==> src/max_pool_2d_macros.svh <==
// assertion macros shared by the max pooling block
`ifndef MAX_POOL_2D_MACROS_SVH
`define MAX_POOL_2D_MACROS_SVH

// condition must hold at every clock edge out of reset
`define MP_ASSERT_ALWAYS(label, cond) \
    label: assert property (@(posedge i_clk) disable iff (!i_rst_n) (cond)) \
        else $error("max_pool_2d: invariant violated");

// antecedent implies consequent in the same cycle
`define MP_ASSERT_IMPL(label, ante, cons) \
    label: assert property (@(posedge i_clk) disable iff (!i_rst_n) (ante) |-> (cons)) \
        else $error("max_pool_2d: same-cycle implication violated");

// antecedent implies consequent in the next cycle
`define MP_ASSERT_NEXT(label, ante, cons) \
    label: assert property (@(posedge i_clk) disable iff (!i_rst_n) (ante) |=> (cons)) \
        else $error("max_pool_2d: next-cycle implication violated");

`endif

==> src/mpool_pkg.sv <==
// types, constants and register indices of the max pooling block
package mpool_pkg;

    // sizing of the block
    localparam int MAX_MAP_WIDTH = 1024;
    localparam int SAMPLE_BITS   = 16;
    localparam int MAX_WINDOW    = 16;
    localparam int MAX_CHANNELS  = 1024;
    localparam int MAX_HEIGHT    = 1024;

    // register field widths
    localparam int DIM_W = 11;
    localparam int WIN_W = 5;
    localparam int CFG_IDX_W = 3;

    // counter widths
    localparam int POS_W  = $clog2(MAX_MAP_WIDTH);
    localparam int ROW_W  = $clog2(MAX_HEIGHT);
    localparam int CHAN_W = $clog2(MAX_CHANNELS);
    localparam int OFF_W  = $clog2(MAX_WINDOW);

    // output queue
    localparam int FIFO_DEPTH = 4;
    localparam int FIFO_PTR_W = $clog2(FIFO_DEPTH);
    localparam int FIFO_CNT_W = $clog2(FIFO_DEPTH + 1);

    // divider step counter
    localparam int DIV_CNT_W = $clog2(DIM_W + 1);

    typedef logic signed [SAMPLE_BITS-1:0] t_sample;

    // configuration register indices
    typedef enum logic [CFG_IDX_W-1:0] {
        CFG_CHANNEL_COUNT = 3'd0,
        CFG_MAP_HEIGHT    = 3'd1,
        CFG_MAP_WIDTH     = 3'd2,
        CFG_WINDOW_ROWS   = 3'd3,
        CFG_WINDOW_COLS   = 3'd4
    } t_cfg_index;

    // divider result: quotient and the part of the dividend it covers
    typedef struct packed {
        logic [DIM_W-1:0] quotient;
        logic [DIM_W-1:0] whole;
    } t_div_res;

endpackage

==> src/mpool_div.sv <==
// restoring divider of a map dimension by a window size, one bit per cycle
module mpool_div
    import mpool_pkg::*;
(
    input  logic             i_clk,
    input  logic             i_rst_n,
    input  logic             i_start,
    input  logic [DIM_W-1:0] i_dividend,
    input  logic [WIN_W-1:0] i_divisor,
    output logic             o_busy,
    output t_div_res         o_res
);

    logic                 r_busy;
    logic [DIV_CNT_W-1:0] r_cnt;
    logic [DIM_W-1:0]     r_acc;
    logic [WIN_W-1:0]     r_rem;
    logic [WIN_W-1:0]     r_div;
    logic [DIM_W-1:0]     r_num;
    t_div_res             r_res;

    logic [WIN_W:0]   trial;
    logic             take;
    logic [WIN_W-1:0] n_rem;

    // one trial subtraction per cycle
    always_comb begin
        trial = {r_rem, r_acc[DIM_W-1]};
        take  = trial >= {1'b0, r_div};
        n_rem = take ? WIN_W'(trial - {1'b0, r_div}) : WIN_W'(trial);
    end

    // sequencing and result capture
    always_ff @(posedge i_clk) begin
        if (!i_rst_n) begin
            r_busy <= 1'b0;
            r_cnt  <= '0;
            r_res  <= '{quotient: DIM_W'(1), whole: DIM_W'(2)};
        end else if (i_start) begin
            r_busy <= 1'b1;
            r_cnt  <= '0;
            r_acc  <= i_dividend;
            r_num  <= i_dividend;
            r_div  <= i_divisor;
            r_rem  <= '0;
        end else if (r_busy) begin
            if (r_cnt == DIV_CNT_W'(DIM_W)) begin
                r_busy         <= 1'b0;
                r_res.quotient <= r_acc;
                r_res.whole    <= r_num - DIM_W'(r_rem);
            end else begin
                r_cnt <= r_cnt + 1'b1;
                r_rem <= n_rem;
                r_acc <= {r_acc[DIM_W-2:0], take};
            end
        end
    end

    assign o_busy = r_busy;
    assign o_res  = r_res;

endmodule

==> config.mk <==
export PLATFORM = sky130hd
export DESIGN_NAME = mpool_div
export DESIGN_NICKNAME = d
export VERILOG_FILES = /design/src/max_pool_2d_macros.svh /design/src/mpool_pkg.sv /design/src/mpool_div.sv
export SDC_FILE = /design/constraint.sdc
export NUM_CORES = 1
export LEC_CHECK = 0
export ABC_AREA = 1
export BUFFER_PORTS_ARGS = -buffer_cell sky130_fd_sc_hd__buf_4
export CORE_MARGIN = 2
export CORE_UTILIZATION = 56
export CTS_BUF_LIST = sky130_fd_sc_hd__clkbuf_4 sky130_fd_sc_hd__clkbuf_8 sky130_fd_sc_hd__clkbuf_16
export DETAILED_ROUTE_END_ITERATION = 7
export GPL_TIMING_DRIVEN = 0
export PLACE_DENSITY_LB_ADDON = 0.08
export SETUP_SLACK_MARGIN = 0.3
export SYNTH_ARGS = -nofsm -noshare
export SYNTH_HDL_FRONTEND = slang
export SYNTH_SLANG_ARGS = --single-unit
==> constraint.sdc <==
create_clock -name i_clk -period 2.55 [get_ports i_clk]
set_input_delay 0.255 -clock i_clk [delete_from_list [all_inputs] [get_ports i_clk]]
set_output_delay 0.255 -clock i_clk [all_outputs]
set_load 0.005 [all_outputs]
# Yosys cells after proc, flatten, opt, wreduce, memory -nomap -nowiden
# Index checks and enable logic that the tools add are counted.
# Widths: inputs -> output; s select.
dict set report classes {
  n_addsub 3
  order_cmp 1
  eq_ne 2
  n_mux 9
  bitwise_logic 3
  reduce_logical 6
}
# operator n
set ops {}
lappend ops {{$mux 11} 3}
lappend ops {{$mux 5} 3}
lappend ops {{$sub 11x5->11} 1}
lappend ops {{$ge 6x5->1} 1}
lappend ops {{$reduce_and 3->1} 2}
lappend ops {{$sub 5x5->5} 1}
lappend ops {{$add 4x1->4 const B} 1}
lappend ops {{$eq 4x4->1 const B} 1}
lappend ops {{$reduce_and 2->1} 2}
lappend ops {{$mux 1} 3}
lappend ops {{$not 1->1} 3}
lappend ops {{$ne 2x2->1 const B} 1}
lappend ops {{$reduce_bool 2->1} 1}
lappend ops {{$reduce_or 2->1} 1}
dict set report word_totals {
  reg_bits 59
  input_bits 19
  output_inout_bits 23
  word_cells 32
}

# Logic depth before layout (Yosys ltp)
dict set report logic_depth {
  ltp_word 4
  ltp_mapped 12
  mapped_depth_nobuf 12
}

# Least setup slack after synthesis
# OpenSTA, ideal clock, no wires.
dict set report synth_timing {
  path_type {reg2reg}
  start {register r_cnt[0]}
  end {register r_acc[0] (enable)}
  setup_ns 0.411
  t_arrival_ns 1.889
  required_time_ns 2.139
  slack_ns 0.250
  path_stages_with_launch 5
  path_buffers 0
  period_less_slack_ns 2.300
  cell_sequence {dfxtp_1 > ha_1 > nand3_1 > nand2_1 > o21ai_0}
}
dict set report synth_via {
  elab_chain_cells 3
}
# item line_no
set synth_rtl {}
lappend synth_rtl {{from (decl)} mpool_div.sv:15} ;# logic [DIV_CNT_W-1:0] r_cnt;
lappend synth_rtl {{from (signal assigned)} mpool_div.sv:52} ;# r_cnt <= r_cnt + 1'b1;
lappend synth_rtl {{$eq 4x4->1} mpool_div.sv:47} ;# if (r_cnt == DIV_CNT_W'(DIM_W)) begin
lappend synth_rtl {{$ne 2x2->1 (no source line)} n/a}
lappend synth_rtl {{$reduce_and 3->1 (no source line)} n/a}
lappend synth_rtl {{to (signal assigned)} mpool_div.sv:42} ;# r_acc <= i_dividend;
lappend synth_rtl {{to (signal assigned)} mpool_div.sv:54} ;# r_acc <= {r_acc[DIM_W-2:0], take};
lappend synth_rtl {{to (decl)} mpool_div.sv:16} ;# logic [DIM_W-1:0] r_acc;
# No other way between the ends.
# A chain may end at the register's enable or synchronous reset.

# Worst setup path in the final report
dict set report layout_timing {
  start {register r_acc[10]}
  end {register r_rem[0] (data pin)}
}
dict set report layout_via {
  elab_chain_cells 4
  elab_cells_between_ends 5
  cone_classes {add/sub: 1; order compare: 1; mux: 3}
}
# item line_no
set layout_rtl {}
lappend layout_rtl {{$sub 5x5->5 / $ge 6x5->1 (equally long branches)} {mpool_div.sv:30, mpool_div.sv:29}}
lappend layout_rtl {{$mux 5 *} mpool_div.sv:30} ;# n_rem = take ? WIN_W'(trial - {1'b0, r_div}) : WIN_W'(trial);
lappend layout_rtl {{$mux 5 *} mpool_div.sv:47}
lappend layout_rtl {{$mux 5 *} mpool_div.sv:46} ;# end else if (r_busy) begin
lappend layout_rtl {{to (signal assigned)} mpool_div.sv:53} ;# r_rem <= n_rem;
lappend layout_rtl {{to (decl)} mpool_div.sv:17} ;# logic [WIN_W-1:0] r_rem;
# Mark *: on every way between the ends. The rest lies on a longest branch, timed or not. The select of a mux whose other input is x is not followed.

==> metrics.yaml <==
status:
  outcome: "finished clean"
sta:
  drv_slew: 0
  timing.final.crit_share_pct: 76.3
  timing.fmax_ghz: 0.514
  worst_slew_pin_slew_ns: 0.795
  slew_headroom_pct: 47.0
  clock_skew_ns: 0.00496
  hold_viol_final: 0
  tns_ns: 0
  rsz0062_at_grt: "false"
  finalSetupViolations: 0
  fin_ws_ns: 0.605
  min_period_ns: 1.94
yosys:
  ys_types: 26
  syn_area_um2: 2750
  avgSynthCellArea_um2: 8.66
  syn_inst: 318
  synth_compound_area_share_pct: 6.36
  ys_ff_latch: 59
  synth_top_family_by_area: "simple AND/OR/NAND/NOR gates"
  synth_xor_area_share_pct: 1.91
  synth_warnings: 0
  synthMuxAreaShare_pct: 0
  yosys.area_share.simple_pct: 24.3
  syn_nets: 350
  seq_area_frac_synth_pct: 54.5
  synthAdderAreaFrac_pct: 6.45
route:
  route.detailed.drc: 0
  vias_per_cell: 5.00
  wl_um: 5640
  antenna_left: 0
  wl_per_cell_um: 12.8
  drtPass1Iterations: 4
  via_count: 2209
  drt_iter0_drc: 130
setup_path:
  crit_family: "adder cells"
  cpMaxStageDelayCell: "fa_1"
  critPathRequiredTime_ns: 2.63
  cp-start-kind: "flop"
  cp_slowest_stage_delay_ns: 0.41
  worstSetupPathType: "reg2reg"
  crit_arrival_ns: 2.03
  cpMostUsedCell: "nand2_1"
  cp_cell_sequence: "inv_1 > ha_1 > inv_1 > fa_1 > nand3_1 > nand2_1 > a21oi_1 > nand2_1 > nand2_1 > a21oi_1"
  crit_fanout: 3
  cp-end-kind: "flop"
  critical_path_buf_inv_count: 2
grt:
  grt.total_usage_pct: 23.2
  antenna_found_initial: 0
  grt_start_max_net_pins: 17
  grt_pass1_wl_um: 9160
  grt_overflow: 0
  first_global_vias: 2077
clocking:
  cts_tree: "built"
  worst_skew_pair.late_latency_ns: 0.33
  cts_sinks: 59
  holdBufCountCts: 0
  clk_pin_slew_ns: 0.06
  cts-root-buf: "clkbuf_8"
  cts_max_level: 3
  cts_resized: 0
  postCtsSetupBuffers: 0
  clock_path_buffers: 2
  cts_inserted_buffers: 9
floorplan:
  die-width_um: 74.1
  start_util_pct: 58.3
  io_pins: 42
  coreArea_um2: 4720
  die_h_um: 74.1
  dieArea_um2: 5490
  rows: 25
cells_and_area:
  drive_gt1_share_pct: 18.7
  area_delta_synth_final_pct: 22.0
  nNetsFinal: 402
  num_antenna_cells: 0
power:
  leakage_nw: 1.56
  irDropWorstVdd_mv: 0.355
  p_per_area_nw_per_um2: 697
placed_design:
  dpl_worst_slack_ns: 0.315
  place_congestion: 0.866
  dp_hpwl_um: 4190
  io_buffers: 41
flow_run:
  maxCapViolCount: 0
min_path:
  min_path_type: "in2reg"
## cell type report
cell class	instances	area [um^2]
Clock inverter	6	80.1
Multi-Input combinational cell	216	1080
Inverter	36	135
Clock buffer	10	131
Buffer	7	42.5
Timing Repair Buffer	41	308
Tap cell	67	83.8
Fill cell	386	1360
Sequential cell	59	1500
## cells in the mapped netlist, drive strengths merged
cell type / n / area, um^2
a21oi: 9 / 45.0
nand2b: 1 / 8.76
edfxtp: 32 / 961
nand3: 22 / 115
fa: 2 / 40.0
nor2: 55 / 209
nand4: 3 / 18.8
nand2: 79 / 297
o21ai: 24 / 124
xnor2: 3 / 26.3
inv: 36 / 135
a31oi: 1 / 6.26
buf: 4 / 31.3
dfxtp: 27 / 541
clkbuf: 3 / 11.3
or2: 1 / 6.26
nand3b: 2 / 15.0
ha: 11 / 138
xor2: 3 / 26.3
## sequential cells by signal, summed over array words and instances (netlist names)
name / flops
o_res: 22
r_acc: 11
r_num: 11
r_div: 5
r_rem: 5
r_cnt: 4
o_busy: 1
## cells in the final DEF, fill, tap and decap left out, types with 2 or more instances in the layout
cell type	count
a21oi_1	9
buf_4	43
bufinv_16	2
clkbuf_1	3
clkbuf_8	9
clkinv_2	4
dfxtp_1	27
edfxtp_1	32
fa_1	2
ha_1	11
inv_1	33
inv_2	3
nand2_1	79
nand3_1	21
nand3b_1	2
nand4_1	3
nor2_1	54
o21ai_0	17
o21ai_1	5
o21ai_2	2
xnor2_1	3
xor2_1	3
## power by group
| part | internal (W) | leakage (nW) | total [W] | switching (W) |
|---|---|---|---|---|
| combinational | 0.000130 | 0.920 | 0.000334 | 0.000204 |
| sequential | 0.00107 | 0.525 | 0.00110 | 0.0000303 |
| clock | 0.000554 | 0.113 | 0.000913 | 0.000359 |
| total | 0.00175 | 1.56 | 0.00234 | 0.000593 |
## per-stage QoR
step | cell area [um^2] | utilization [%] | cells | power (W) | hold slack, ns
after floorplan | 2750 | - | 318 | 0.00135 | 0.354
after global placement | 3150 | 66.6 | 426 | 0.00144 | 0.433
after detailed placement | 3150 | 66.6 | 426 | 0.00145 | 0.434
after CTS | 3360 | 71.1 | 442 | 0.00235 | 0.0882
after global routing | 3360 | 71.2 | 442 | 0.00244 | 0.0846
final | 3360 | 71.2 | 442 | 0.00234 | 0.100
## cells by family (layout without fill, tap and decap cells)
family / count (synthesis) / in the layout
compound gates: 34 / 34
fa+ha+maj: 13 / 13
buf+inv: 43 / 100
simple gates: 163 / 163
flops: 59 / 59
xor+xnor: 6 / 6
## per-layer routing
metal  GRT usage, %  wire length [um]
met1           28.3              2530
met2           37.3              2730
met3           4.61               221
met4           15.4               155
met5              0                 0
## path summary, 6_finish.rpt
kind                start   endpoint  slack [ns]  cells past startpoint
max             r_acc[10]   r_rem[0]        0.61                     10
min          i_divisor[3]   r_div[3]        0.10                      1
max reg2reg     r_acc[10]   r_rem[0]        0.61                     10
min reg2reg      r_acc[0]  o_res[11]        0.49                      2
Power figures use the tool's default switching activity.
